## src/hdl/zmrd_pkg.sv

```systemverilog
package zmrd_pkg;

    localparam int MaxSubpacket = 1024;
    localparam int CountW = $clog2(MaxSubpacket + 2);

    // received byte codes
    localparam logic [7:0] ZPAD  = 8'h2a;
    localparam logic [7:0] ZDLE  = 8'h18;
    localparam logic [6:0] XON   = 7'h11;
    localparam logic [6:0] XOFF  = 7'h13;
    localparam logic [7:0] ZCRCE = 8'h68;
    localparam logic [7:0] ZCRCW = 8'h6b;
    localparam logic [7:0] ZRUB0 = 8'h6c;
    localparam logic [7:0] ZRUB1 = 8'h6d;
    localparam logic [7:0] FORM_BIN16 = 8'h41;
    localparam logic [7:0] FORM_HEX16 = 8'h42;
    localparam logic [7:0] FORM_BIN32 = 8'h43;
    localparam logic [7:0] CHAR_O = 8'h4f;
    localparam logic [6:0] CHAR_CR = 7'h0d;
    localparam logic [6:0] CHAR_LF = 7'h0a;
    localparam logic [7:0] TYPE_FIN = 8'd8;

    // event codes
    localparam logic [2:0] EV_HDR    = 3'd0;
    localparam logic [2:0] EV_NAK    = 3'd1;
    localparam logic [2:0] EV_DATA   = 3'd2;
    localparam logic [2:0] EV_END    = 3'd3;
    localparam logic [2:0] EV_CANCEL = 3'd4;
    localparam logic [2:0] EV_FINISH = 3'd5;

    // header forms
    localparam logic [1:0] HF_BIN16 = 2'd0;
    localparam logic [1:0] HF_HEX16 = 2'd1;
    localparam logic [1:0] HF_BIN32 = 2'd2;

    typedef struct packed {
        logic [7:0] b;
        logic       is_zdle;
    } t_tok;

    typedef struct packed {
        logic [2:0]  event_res;
        logic [7:0]  header_type;
        logic [31:0] header_args;
        logic [1:0]  header_form;
        logic [7:0]  data_out;
        logic [1:0]  end_kind;
        logic        crc_good;
        logic [10:0] sub_length;
        logic        overflow;
    } t_res;

    function automatic logic [15:0] crc16_byte(input logic [15:0] c, input logic [7:0] b);
        logic [15:0] x;
        x = c ^ {b, 8'h00};
        for (int i = 0; i < 8; i++) begin
            x = x[15] ? ((x << 1) ^ 16'h1021) : (x << 1);
        end
        return x;
    endfunction

    function automatic logic [31:0] crc32_byte(input logic [31:0] c, input logic [7:0] b);
        logic [31:0] x;
        x = c ^ {24'h0, b};
        for (int i = 0; i < 8; i++) begin
            x = x[0] ? ((x >> 1) ^ 32'hedb88320) : (x >> 1);
        end
        return x;
    endfunction

    function automatic logic is_hex(input logic [7:0] b);
        return (b >= 8'h30 && b <= 8'h39) || (b >= 8'h61 && b <= 8'h66);
    endfunction

    function automatic logic [3:0] hex_val(input logic [7:0] b);
        logic [7:0] v;
        v = (b < 8'h61) ? (b - 8'h30) : (b - 8'h57);
        return v[3:0];
    endfunction

endpackage

```

## src/hdl/zmrd_in_if.sv

```systemverilog
interface zmrd_in_if;
    import zmrd_pkg::*;
    logic       valid;
    logic       ready;
    logic [7:0] rx_byte;
    modport source (output valid, output rx_byte, input ready);
    modport sink (input valid, input rx_byte, output ready);
endinterface

```

## src/hdl/zmrd_out_if.sv

```systemverilog
interface zmrd_out_if;
    import zmrd_pkg::*;
    logic        valid;
    logic        ready;
    logic [2:0]  event_res;
    logic [7:0]  header_type;
    logic [31:0] header_args;
    logic [1:0]  header_form;
    logic [7:0]  data_out;
    logic [1:0]  end_kind;
    logic        crc_good;
    logic [10:0] sub_length;
    logic        overflow;
    modport source (output valid, output event_res, output header_type, output header_args,
        output header_form, output data_out, output end_kind, output crc_good,
        output sub_length, output overflow, input ready);
    modport sink (input valid, input event_res, input header_type, input header_args,
        input header_form, input data_out, input end_kind, input crc_good,
        input sub_length, input overflow, output ready);
endinterface

```

## src/hdl/zmrd_cfg_if.sv

```systemverilog
interface zmrd_cfg_if;
    logic        valid;
    logic        ready;
    logic [19:0] data;
    modport source (output valid, output data, input ready);
    modport sink (input valid, input data, output ready);
endinterface

```

## src/hdl/zmrd_front.sv

```systemverilog
module zmrd_front
    import zmrd_pkg::*;
(
    input  logic       i_clk,
    input  logic       i_rst_n,
    input  logic       i_valid,
    output logic       o_ready,
    input  logic [7:0] i_byte,
    output logic       o_tok_valid,
    input  logic       i_tok_ready,
    output t_tok       o_tok
);

    logic       r_full, n_full;
    t_tok       r_tok, n_tok;
    logic       take;

    // one-entry queue slot toward the back end
    assign o_ready     = !r_full || i_tok_ready;
    assign o_tok_valid = r_full;
    assign o_tok       = r_tok;
    assign take        = i_valid && o_ready;

    // classify: flow-control bytes are dropped, escape bytes are tagged
    always_comb begin
        n_full = r_full && !i_tok_ready;
        n_tok  = r_tok;
        if (take && i_byte[6:0] != XON && i_byte[6:0] != XOFF) begin
            n_full        = 1'b1;
            n_tok.b       = i_byte;
            n_tok.is_zdle = (i_byte == ZDLE);
        end
    end

    always_ff @(posedge i_clk) begin
        if (!i_rst_n) begin
            r_full    <= 1'b0;
        end else begin
            r_full    <= n_full;
        end
        r_tok <= n_tok;
    end

endmodule

```

## src/hdl/zmrd_back.sv

```systemverilog
module zmrd_back
    import zmrd_pkg::*;
(
    input  logic        i_clk,
    input  logic        i_rst_n,
    input  logic [19:0] i_mask,
    input  logic        i_tok_valid,
    output logic        o_tok_ready,
    input  t_tok        i_tok,
    output logic        o_res_valid,
    input  logic        i_res_ready,
    output t_res        o_res
);

    localparam logic [3:0] S_IDLE = 4'd0, S_HEADER = 4'd1, S_HEX = 4'd2, S_HEX_CRC = 4'd3,
        S_HEX_CRLF = 4'd4, S_BIN = 4'd5, S_BIN32 = 4'd6, S_BIN_CRC = 4'd7,
        S_BIN32_CRC = 4'd8, S_DATA = 4'd9, S_DCRC = 4'd10, S_FINISH = 4'd11,
        S_CHECK = 4'd12;

    logic [3:0]        r_st, n_st;
    logic [CountW-1:0] r_cnt, n_cnt;
    logic [39:0]       r_hdr, n_hdr;
    logic [31:0]       r_rcrc, n_rcrc;
    logic [31:0]       r_crc, n_crc;
    logic [1:0]        r_term, n_term;
    logic              r_wide, n_wide;
    logic [1:0]        r_form, n_form;
    logic [1:0]        r_didx, n_didx;
    logic [2:0]        r_esc_run, n_esc_run;
    logic              r_ov, n_ov;
    t_res              r_res, n_res;
    logic              emit, go;
    t_res              res;
    logic              esc;
    logic [7:0]        ub;
    logic [7:0]        b;
    logic [3:0]        hv;
    logic [2:0]        hidx;
    logic [15:0]       c16;
    logic [31:0]       c32;
    logic              hgood;

    // unescape when the previous beat was an escape
    assign esc = (r_esc_run != 3'd0);
    always_comb begin
        ub = i_tok.b;
        if (i_tok.b == ZRUB0) ub = 8'h7f;
        else if (i_tok.b == ZRUB1) ub = 8'hff;
        else if ((i_tok.b & 8'h60) == 8'h40) ub = i_tok.b ^ 8'h40;
    end
    assign b  = esc ? ub : i_tok.b;
    assign hv = hex_val(b);

    // output register: the next result may enter while this one is taken
    assign o_res_valid = r_ov;
    assign o_res       = r_res;
    assign o_tok_ready = (!r_ov || i_res_ready) && (r_st != S_CHECK);
    assign go          = i_tok_valid && o_tok_ready;

    // header crc over the stored header (check cycle)
    always_comb begin
        c16 = 16'h0;
        c32 = 32'hffffffff;
        for (int i = 0; i < 5; i++) begin
            c16 = crc16_byte(c16, r_hdr[8*i +: 8]);
            c32 = crc32_byte(c32, r_hdr[8*i +: 8]);
        end
        hgood = (r_form == HF_BIN32) ? (~c32 == r_rcrc) : (c16 == r_rcrc[15:0]);
    end

    always_comb begin
        n_st = r_st; n_cnt = r_cnt; n_hdr = r_hdr; n_rcrc = r_rcrc; n_crc = r_crc;
        n_term = r_term; n_wide = r_wide; n_form = r_form; n_didx = r_didx;
        n_esc_run = r_esc_run;
        emit = 1'b0;
        res  = '0;
        hidx = r_cnt[3:1];
        if (r_st == S_CHECK) begin
            if (!r_ov || i_res_ready) begin
                emit = 1'b1;
                n_cnt = '0;
                if (!hgood) begin
                    res.event_res = EV_NAK;
                    n_st = S_IDLE;
                end else begin
                    res.event_res   = EV_HDR;
                    res.header_type = r_hdr[7:0];
                    res.header_args = r_hdr[39:8];
                    res.header_form = r_form;
                    if (r_hdr[7:0] == TYPE_FIN) n_st = S_FINISH;
                    else if (r_hdr[7:0] < 8'd20 && i_mask[r_hdr[4:0]]) begin
                        n_wide = (r_form == HF_BIN32);
                        n_st   = S_DATA;
                        n_crc  = (r_form == HF_BIN32) ? 32'hffffffff : 32'h0;
                    end else n_st = S_IDLE;
                end
            end
        end else if (go) begin
            if (i_tok.is_zdle) begin
                // escape run: five in a row cancel, one after pads starts a header
                n_esc_run = (r_esc_run < 3'd7) ? r_esc_run + 3'd1 : r_esc_run;
                if (n_esc_run >= 3'd5) begin
                    n_esc_run = 3'd0;
                    emit = 1'b1; res.event_res = EV_CANCEL; n_st = S_IDLE; n_cnt = '0;
                end else if (r_st == S_IDLE && r_cnt != '0) begin
                    n_esc_run = 3'd0; n_st = S_HEADER; n_cnt = '0;
                end
            end else begin
                n_esc_run = 3'd0;
                unique case (r_st)
                    S_IDLE: begin
                        if (b == ZPAD) n_cnt = (r_cnt < 2) ? r_cnt + 1'b1 : r_cnt;
                        else n_cnt = '0;
                    end
                    S_HEADER: begin
                        n_cnt = '0; n_rcrc = '0;
                        if (b == FORM_HEX16) begin n_st = S_HEX; n_form = HF_HEX16; end
                        else if (b == FORM_BIN16) begin n_st = S_BIN; n_form = HF_BIN16; end
                        else if (b == FORM_BIN32) begin n_st = S_BIN32; n_form = HF_BIN32; end
                        else begin emit = 1'b1; res.event_res = EV_NAK; n_st = S_IDLE; end
                    end
                    S_HEX: begin
                        if (!is_hex(b)) begin
                            emit = 1'b1; res.event_res = EV_NAK; n_st = S_IDLE; n_cnt = '0;
                        end else begin
                            if (r_cnt[0]) n_hdr[8*hidx +: 8] = r_hdr[8*hidx +: 8] | {4'h0, hv};
                            else n_hdr[8*hidx +: 8] = {hv, 4'h0};
                            n_cnt = r_cnt + 1'b1;
                            if (r_cnt == 9) begin n_st = S_HEX_CRC; n_cnt = '0; n_rcrc = '0; end
                        end
                    end
                    S_HEX_CRC: begin
                        if (!is_hex(b)) begin
                            emit = 1'b1; res.event_res = EV_NAK; n_st = S_IDLE; n_cnt = '0;
                        end else begin
                            n_rcrc = {16'h0, r_rcrc[11:0], hv};
                            n_cnt = r_cnt + 1'b1;
                            if (r_cnt == 3) begin n_st = S_HEX_CRLF; n_cnt = '0; end
                        end
                    end
                    S_HEX_CRLF: begin
                        if (r_cnt == '0 && b[6:0] == CHAR_CR) n_cnt = CountW'(1);
                        else if (r_cnt == 1 && b[6:0] == CHAR_LF) n_st = S_CHECK;
                        else begin emit = 1'b1; res.event_res = EV_NAK; n_st = S_IDLE; n_cnt = '0; end
                    end
                    S_BIN, S_BIN32: begin
                        n_hdr[8*r_cnt[2:0] +: 8] = b;
                        n_cnt = r_cnt + 1'b1;
                        if (r_cnt == 4) begin
                            n_st = (r_st == S_BIN32) ? S_BIN32_CRC : S_BIN_CRC;
                            n_cnt = '0; n_rcrc = '0;
                        end
                    end
                    S_BIN_CRC: begin
                        n_rcrc = {16'h0, r_rcrc[7:0], b};
                        n_cnt = r_cnt + 1'b1;
                        if (r_cnt == 1) n_st = S_CHECK;
                    end
                    S_BIN32_CRC: begin
                        n_rcrc[8*r_cnt[1:0] +: 8] = b;
                        n_cnt = r_cnt + 1'b1;
                        if (r_cnt == 3) n_st = S_CHECK;
                    end
                    S_DATA: begin
                        n_crc = r_wide ? crc32_byte(r_crc, b) : {16'h0, crc16_byte(r_crc[15:0], b)};
                        if (esc && b >= ZCRCE && b <= ZCRCW) begin
                            n_term = b[1:0] - ZCRCE[1:0];
                            n_st = S_DCRC; n_didx = 2'd0; n_rcrc = '0;
                        end else begin
                            if (r_cnt <= MaxSubpacket) n_cnt = r_cnt + 1'b1;
                            if (r_cnt < MaxSubpacket) begin
                                emit = 1'b1; res.event_res = EV_DATA; res.data_out = b;
                            end
                        end
                    end
                    S_DCRC: begin
                        if (r_wide) n_rcrc[8*r_didx +: 8] = b;
                        else n_rcrc = {16'h0, r_rcrc[7:0], b};
                        n_didx = r_didx + 2'd1;
                        if ((r_wide && r_didx == 2'd3) || (!r_wide && r_didx == 2'd1)) begin
                            emit = 1'b1;
                            res.event_res = EV_END;
                            res.end_kind  = r_term;
                            res.crc_good  = r_wide ? (~r_crc == n_rcrc) : (r_crc == n_rcrc);
                            res.sub_length = (r_cnt > MaxSubpacket) ? 11'(MaxSubpacket)
                                                                    : 11'(r_cnt);
                            res.overflow  = (r_cnt > MaxSubpacket);
                            n_cnt = '0;
                            if (r_term == 2'd1) begin
                                n_st = S_DATA;
                                n_crc = r_wide ? 32'hffffffff : 32'h0;
                            end else n_st = S_IDLE;
                        end
                    end
                    S_FINISH: begin
                        if (b == CHAR_O) n_cnt = r_cnt + 1'b1;
                        else n_cnt = '0;
                        if (b == CHAR_O && r_cnt >= 1) begin
                            emit = 1'b1; res.event_res = EV_FINISH; n_st = S_IDLE; n_cnt = '0;
                        end
                    end
                    default: begin n_st = S_IDLE; n_cnt = '0; end
                endcase
            end
        end
        n_ov  = emit ? 1'b1 : (r_ov && !i_res_ready);
        n_res = emit ? res : r_res;
    end

    always_ff @(posedge i_clk) begin
        if (!i_rst_n) begin
            r_st <= S_IDLE; r_cnt <= '0; r_ov <= 1'b0; r_wide <= 1'b0;
            r_hdr <= '0; r_rcrc <= '0; r_crc <= '0; r_term <= '0; r_esc_run <= 3'd0;
        end else begin
            r_st <= n_st; r_cnt <= n_cnt; r_ov <= n_ov; r_wide <= n_wide;
            r_hdr <= n_hdr; r_rcrc <= n_rcrc; r_crc <= n_crc; r_term <= n_term;
            r_esc_run <= n_esc_run;
        end
        r_form <= n_form;
        r_didx <= n_didx;
        r_res  <= n_res;
    end

endmodule

```

## src/hdl/zmodem_receive_deframer_core.sv

```systemverilog
// zmodem receive deframer
// path: front slot, back end result register; a header also passes the check state
// throughput: one byte per cycle unless the output stalls; in the check state
//   no byte is taken, for the header crc check over the five stored bytes
// reset: synchronous active low; clears state, queue and output; mask to 0x414
module zmodem_receive_deframer_core
    import zmrd_pkg::*;
(
    input  logic i_clk,
    input  logic i_rst_n,
    zmrd_cfg_if.sink  cfg,
    zmrd_in_if.sink   in_ch,
    zmrd_out_if.source out_ch
);

    logic [19:0] r_mask;
    logic        tok_valid, tok_ready;
    t_tok        tok;
    t_res        res;

    // configuration register
    assign cfg.ready = 1'b1;
    always_ff @(posedge i_clk) begin
        if (!i_rst_n) begin
            r_mask <= 20'h00414;
        end else if (cfg.valid) begin
            r_mask <= cfg.data;
        end
    end

    zmrd_front u_front (
        .i_clk(i_clk), .i_rst_n(i_rst_n),
        .i_valid(in_ch.valid), .o_ready(in_ch.ready), .i_byte(in_ch.rx_byte),
        .o_tok_valid(tok_valid), .i_tok_ready(tok_ready), .o_tok(tok)
    );

    zmrd_back u_back (
        .i_clk(i_clk), .i_rst_n(i_rst_n), .i_mask(r_mask),
        .i_tok_valid(tok_valid), .o_tok_ready(tok_ready), .i_tok(tok),
        .o_res_valid(out_ch.valid), .i_res_ready(out_ch.ready), .o_res(res)
    );

    assign out_ch.event_res   = res.event_res;
    assign out_ch.header_type = res.header_type;
    assign out_ch.header_args = res.header_args;
    assign out_ch.header_form = res.header_form;
    assign out_ch.data_out    = res.data_out;
    assign out_ch.end_kind    = res.end_kind;
    assign out_ch.crc_good    = res.crc_good;
    assign out_ch.sub_length  = res.sub_length;
    assign out_ch.overflow    = res.overflow;

endmodule

```

## src/flat_wrapper.sv

```systemverilog
// flat-port wrapper written by rule: the top's interface ports become plain ports
module zmodem_receive_deframer_core_flat import zmrd_pkg::*;
  (i_clk, i_rst_n, cfg_valid, cfg_data, cfg_ready, in_ch_valid, in_ch_rx_byte, in_ch_ready, out_ch_valid, out_ch_event_res, out_ch_header_type, out_ch_header_args, out_ch_header_form, out_ch_data_out, out_ch_end_kind, out_ch_crc_good, out_ch_sub_length, out_ch_overflow, out_ch_ready);
  zmrd_cfg_if cfg_i ();
  zmrd_in_if in_ch_i ();
  zmrd_out_if out_ch_i ();
  input  logic i_clk;
  input  logic i_rst_n;
  input wire logic [$bits(cfg_i.valid)-1:0] cfg_valid;
  input wire logic [$bits(cfg_i.data)-1:0] cfg_data;
  output wire logic [$bits(cfg_i.ready)-1:0] cfg_ready;
  input wire logic [$bits(in_ch_i.valid)-1:0] in_ch_valid;
  input wire logic [$bits(in_ch_i.rx_byte)-1:0] in_ch_rx_byte;
  output wire logic [$bits(in_ch_i.ready)-1:0] in_ch_ready;
  output wire logic [$bits(out_ch_i.valid)-1:0] out_ch_valid;
  output wire logic [$bits(out_ch_i.event_res)-1:0] out_ch_event_res;
  output wire logic [$bits(out_ch_i.header_type)-1:0] out_ch_header_type;
  output wire logic [$bits(out_ch_i.header_args)-1:0] out_ch_header_args;
  output wire logic [$bits(out_ch_i.header_form)-1:0] out_ch_header_form;
  output wire logic [$bits(out_ch_i.data_out)-1:0] out_ch_data_out;
  output wire logic [$bits(out_ch_i.end_kind)-1:0] out_ch_end_kind;
  output wire logic [$bits(out_ch_i.crc_good)-1:0] out_ch_crc_good;
  output wire logic [$bits(out_ch_i.sub_length)-1:0] out_ch_sub_length;
  output wire logic [$bits(out_ch_i.overflow)-1:0] out_ch_overflow;
  input wire logic [$bits(out_ch_i.ready)-1:0] out_ch_ready;
  assign cfg_i.valid = cfg_valid;
  assign cfg_i.data = cfg_data;
  assign cfg_ready = cfg_i.ready;
  assign in_ch_i.valid = in_ch_valid;
  assign in_ch_i.rx_byte = in_ch_rx_byte;
  assign in_ch_ready = in_ch_i.ready;
  assign out_ch_valid = out_ch_i.valid;
  assign out_ch_event_res = out_ch_i.event_res;
  assign out_ch_header_type = out_ch_i.header_type;
  assign out_ch_header_args = out_ch_i.header_args;
  assign out_ch_header_form = out_ch_i.header_form;
  assign out_ch_data_out = out_ch_i.data_out;
  assign out_ch_end_kind = out_ch_i.end_kind;
  assign out_ch_crc_good = out_ch_i.crc_good;
  assign out_ch_sub_length = out_ch_i.sub_length;
  assign out_ch_overflow = out_ch_i.overflow;
  assign out_ch_i.ready = out_ch_ready;
  zmodem_receive_deframer_core u_core (.i_clk(i_clk), .i_rst_n(i_rst_n), .cfg(cfg_i), .in_ch(in_ch_i), .out_ch(out_ch_i));
endmodule
```

## config.mk

```make
export PLATFORM = sky130hd
export DESIGN_NAME = zmodem_receive_deframer_core_flat
export DESIGN_NICKNAME = d
export VERILOG_FILES = /design/src/hdl/zmrd_pkg.sv /design/src/hdl/zmrd_in_if.sv /design/src/hdl/zmrd_out_if.sv /design/src/hdl/zmrd_cfg_if.sv /design/src/hdl/zmrd_front.sv /design/src/hdl/zmrd_back.sv /design/src/hdl/zmodem_receive_deframer_core.sv /design/src/flat_wrapper.sv
export SDC_FILE = /design/constraint.sdc
export NUM_CORES = 1
export LEC_CHECK = 0
export BUFFER_PORTS_ARGS = -buffer_cell sky130_fd_sc_hd__buf_4
export CORE_ASPECT_RATIO = 0.8
export CORE_MARGIN = 2
export CORE_UTILIZATION = 30
export DETAILED_ROUTE_END_ITERATION = 7
export GPL_ROUTABILITY_DRIVEN = 0
export GPL_TIMING_DRIVEN = 0
export SYNTH_ARGS = -nofsm -noshare
export SYNTH_HDL_FRONTEND = slang
export SYNTH_HIERARCHICAL = 1
export SYNTH_SLANG_ARGS = --single-unit
```

## constraint.sdc

```tcl
create_clock -name i_clk -period 10.2 [get_ports i_clk]
set_input_delay 1.02 -clock i_clk [delete_from_list [all_inputs] [get_ports i_clk]]
set_output_delay 1.02 -clock i_clk [all_outputs]
set_load 0.02 [all_outputs]
```

==> impl_table.tex <==
\begin{tabular}{lr}
\hline
Metric & Value \\
\hline
\multicolumn{2}{l}{\textbf{Worst setup path}} \\
Critical path's slowest cell & clkbuf\_1 \\
CP Capture Type & flip-flop \\
FF-to-FF path depth & 21 \\
Max FO, Critical Path & 10 \\
Endpoint required time on the critical path & 10.68 ns \\
Kind of critical path & reg -> reg \\
Critical Path Most Common Cell & xnor2\_1 \\
Worst path max stage delay & 0.72 ns \\
Launching element type of the critical path & flip-flop \\
Arrival @ worst endpoint & 8.56 ns \\
Cell-by-cell listing of the critical path & buf\_4 -> clkbuf\_1 -> inv\_1 -> ha\_1 -> buf\_2 -> xnor3\_2 -> xnor3\_1 -> xnor2\_1 -> xnor3\_1 -> xor2\_1 -> xnor2\_1 -> xnor2\_1 -> xnor2\_1 -> a221o\_1 -> a2111oi\_1 -> nand3\_1 -> nand2b\_1 -> clkbuf\_1 -> buf\_2 -> nand3\_1 -> a21oi\_1 \\
\multicolumn{2}{l}{\textbf{Finish}} \\
Filler Cell Count & 6539 \\
\# nets final & 2303 \\
Syn-to-layout area delta & 13.8\% \\
Diodes inserted & 0 \\
Final Core Density & 34.6\% \\
Combined area of the multi-input logic cells & about 0.013 sq mm \\
Area occupied by registers & 0.00538 sq mm \\
Share of layout cells above drive strength 1 & 9.91\% \\
\multicolumn{2}{l}{\textbf{Global routing}} \\
Global-route wire length before repair & 106000 microns \\
Vias in the first global route & around 17000 \\
Pin count of the biggest net entering global routing & 53 \\
Initial antenna violation count & 3 \\
Final global-route overflow total & 0 \\
Global-route usage over all layers & 20.4\% \\
\multicolumn{2}{l}{\textbf{Power}} \\
Leakage dissipation & between 8 and 9 nW \\
Total power density per cell area & 98.5 mW/mm\^{}2 \\
IR drop worst, VDD & around 0.15 mV \\
\multicolumn{2}{l}{\textbf{Status}} \\
Status & finished with violations \\
Violated checks & DRC \\
\multicolumn{2}{l}{\textbf{Detailed routing}} \\
Via density per instance & 5.65 \\
Avg WL per Cell & 22.6 microns \\
Drc violations & 1 \\
DRT antenna net count & 0 \\
Post-Route WL & $\sim$70000 microns \\
Iter 0 DRT Violations & 2627 \\
Total via count after detailed routing & 17600 \\
1st-pass router iterations & 8 \\
\multicolumn{2}{l}{\textbf{CTS}} \\
H-tree level count & 1 \\
Post-CTS resize count & 0 \\
Clock latency of the later-clocked register in the worst-skew pair & 0.56 ns \\
Post-CTS Setup Repair Bufs & 0 \\
Max Buffers Root-to-Sink & 3 \\
Clock tree from TritonCTS & built \\
Post-CTS Hold Buffers & 0 \\
Clock sink count & 228 \\
Clk pin slew, worst setup/hold paths & around 0.07 ns \\
Number of buffers created by CTS & 24 \\
Cell at the root of the clock tree & clkbuf\_16 \\
\multicolumn{2}{l}{\textbf{Floorplan}} \\
Horiz. Die Dim & 290 microns \\
IO Pins & 104 \\
DIE AREA & between 0.06 and 0.07 sq mm \\
Die H & 233 microns \\
Num rows & 83 \\
Std-Cell Core Area & approximately 0.064 sq mm \\
Initial standard-cell utilization of the core & between 30\% and 40\% \\
\multicolumn{2}{l}{\textbf{Timing}} \\
Setup-failing EPs final & 0 \\
Post-layout min period & 8.07 ns \\
FMAX & 124 MHz \\
Slew Viols, Final & 0 \\
Post-route clock period utilization & 79.2\% \\
Rel. slew slack & between 10 and 15\% \\
Transition time at the pin with the least slew margin & 1.33 ns \\
Setup repair after global routing missed its margin & no \\
Clock Skews & 0.0168 ns \\
Final hold violation count & 0 \\
Aggregate negative setup slack & 0 ns \\
\multicolumn{2}{l}{\textbf{Place}} \\
Number of buffers added on ports & 101 \\
Detailed-placement wirelength estimate & 53500 microns \\
\multicolumn{2}{l}{\textbf{Worst hold path}} \\
Hold-critical path depth & 2 \\
Class of the tightest hold or removal check & reg -> reg \\
\multicolumn{2}{l}{\textbf{Yosys}} \\
Async set-reset flop share out of synthesis & 0\% \\
Mean cell area of the mapped netlist & just over 9 sq um \\
Yosys warns & 6 \\
Synthesized instance count & 2114 \\
Synth Net Count & 2175 \\
Most used DFF post-synth & dfxtp\_1 \\
Post-synthesis sequential area ratio & 27.4\% \\
Synthesized cell area & 0.0196 sq mm \\
Number of enable flip-flop cells after synthesis & 81 \\
Number of synthesized register bits & 228 \\
Synth unique cells & 85 \\
\multicolumn{2}{l}{\textbf{Run}} \\
Total of max-cap violations & 0 \\
\hline
\end{tabular}
==> cells by family (layout without fill, tap and decap cells) <==
family,Yosys count,after routing,share of synthesized area (%)
xor gates and xnor gates,537,537,31.0
AOI/OAI and AO/OA,490,490,17.4
DFF,228,228,27.4
muxes,51,51,3.00
other,1,1,0.0191
and+or+nand+nor,586,586,15.0
buffers and inverters,193,339,4.39
adders and majority gates,28,28,1.79
==> worst max-delay path, delay by kind of cell, from the launching register on <==
family / cells / cell delay, ns
buffers and inverters: 6 / 2.48
adder cells (fa/ha/maj): 1 / 0.35
AO/OA/AOI/OAI: 3 / 1.12
XOR/XNOR: 8 / 3.15
flip-flops: 1 / 0.31
AND/OR/NAND/NOR: 3 / 0.56
==> layer usage <==
metal | global-route usage (%) | routed length (microns)
met5 | 1.54 | 141
met4 | 5.18 | 1840
met3 | 4.88 | 8340
met2 | 29.6 | 28700
met1 | 29.9 | 31200
==> placed cells by master, fill, tap and decap left out, types with 50 or more instances in the layout <==
cell	instances
a21oi_1	121
a22oi_1	74
and3_1	50
buf_4	115
clkbuf_1	100
dfxtp_1	147
edfxtp_1	81
nand2_1	85
nor2_1	202
nor2b_1	66
o21ai_0	71
xnor2_1	325
xnor3_1	68
xor2_1	111
==> cell type report <==
class                   count  share of cell area [%]
clock inverters             9                   0.556
flip-flops and latches    228                    24.1
inverters                  52                   0.876
clock buffers              35                    3.16
multi-input cells        1693                    60.0
plain buffers             141                    2.98
repair buffers            102                    3.53
well taps                 850                    4.77
==> worst paths after layout <==
| path | from | end | slack [ns] |
|---|---|---|---|
| max | u_core/u_back/r_hdr[1] | u_core/u_back/r_wide | 2.13 |
| min reg2reg | u_core/r_mask[10] | u_core/r_mask[10] | 0.48 |
| max reg2reg | u_core/u_back/r_hdr[1] | u_core/u_back/r_wide | 2.13 |
| min | u_core/r_mask[10] | u_core/r_mask[10] | 0.48 |
==> state kept, by name, indices dropped and copies added, names as in the netlist, 2 cells and up <==
name / count
u_core/r_mask: 20
u_core/u_back/o_res: 68
u_core/u_back/r_cnt: 11
u_core/u_back/r_crc: 32
u_core/u_back/r_didx: 2
u_core/u_back/r_esc_run: 3
u_core/u_back/r_form: 2
u_core/u_back/r_hdr: 40
u_core/u_back/r_rcrc: 32
u_core/u_back/r_st: 4
u_core/u_back/r_term: 2
u_core/u_front/o_tok: 9
==> Yosys cell counts (8+ instances only) <==
master	count	area [sq um]
a211oi_1	28	210
a21o_1	8	60.1
a21oi_1	121	606
a221oi_1	11	96.3
a222oi_1	10	100
a22o_1	10	87.6
a22oi_1	74	556
a2bb2oi_1	9	78.8
a31oi_1	13	81.3
and2_1	23	144
and3_1	50	313
buf_2	18	90.1
buf_4	14	105
clkbuf_1	94	353
dfxtp_1	147	2940
edfxtp_1	81	2430
ha_1	28	350
inv_1	49	184
mux2i_1	44	440
nand2_1	85	319
nand2b_1	19	119
nand3_1	30	150
nand4_1	13	81.3
nor2_1	202	758
nor2b_1	66	413
nor3_1	35	175
nor4_1	23	144
o211ai_1	8	60.1
o21a_1	11	82.6
o21ai_0	71	355
o221a_1	21	236
o221a_2	8	90.1
o221ai_1	9	78.8
o22ai_1	28	175
or3_1	8	50.1
xnor2_1	325	2850
xnor2_2	8	130
xnor3_1	68	1530
xor2_1	111	972
xor3_1	14	333
==> stage by stage <==
step / cell area (sq um) / worst slack [ns] / std cells / total power, mW / hold WS [ns]
4_1_cts: 22300 / 2.27 / 3110 / 2.19 / 0.487
6_report: 22300 / 2.13 / 3110 / 2.20 / 0.481
3_5_place_dp: 21500 / 2.34 / 3066 / 1.26 / 0.464
5_1_grt: 22300 / 1.93 / 3110 / 2.26 / 0.513
3_3_place_gp: 21400 / 2.41 / 3065 / 1.25 / 0.455
2_1_floorplan: 19600 / 4.42 / 2114 / 1.17 / 0.436
==> power breakdown <==
part / switching [mW] / total (mW) / leakage, nW / internal [mW]
combinational: 0.183 / 0.291 / 6.04 / 0.108
clock: 0.391 / 0.945 / 0.405 / 0.554
sequential: 0.00741 / 0.959 / 1.93 / 0.951
(Power assumes the default switching activity.)
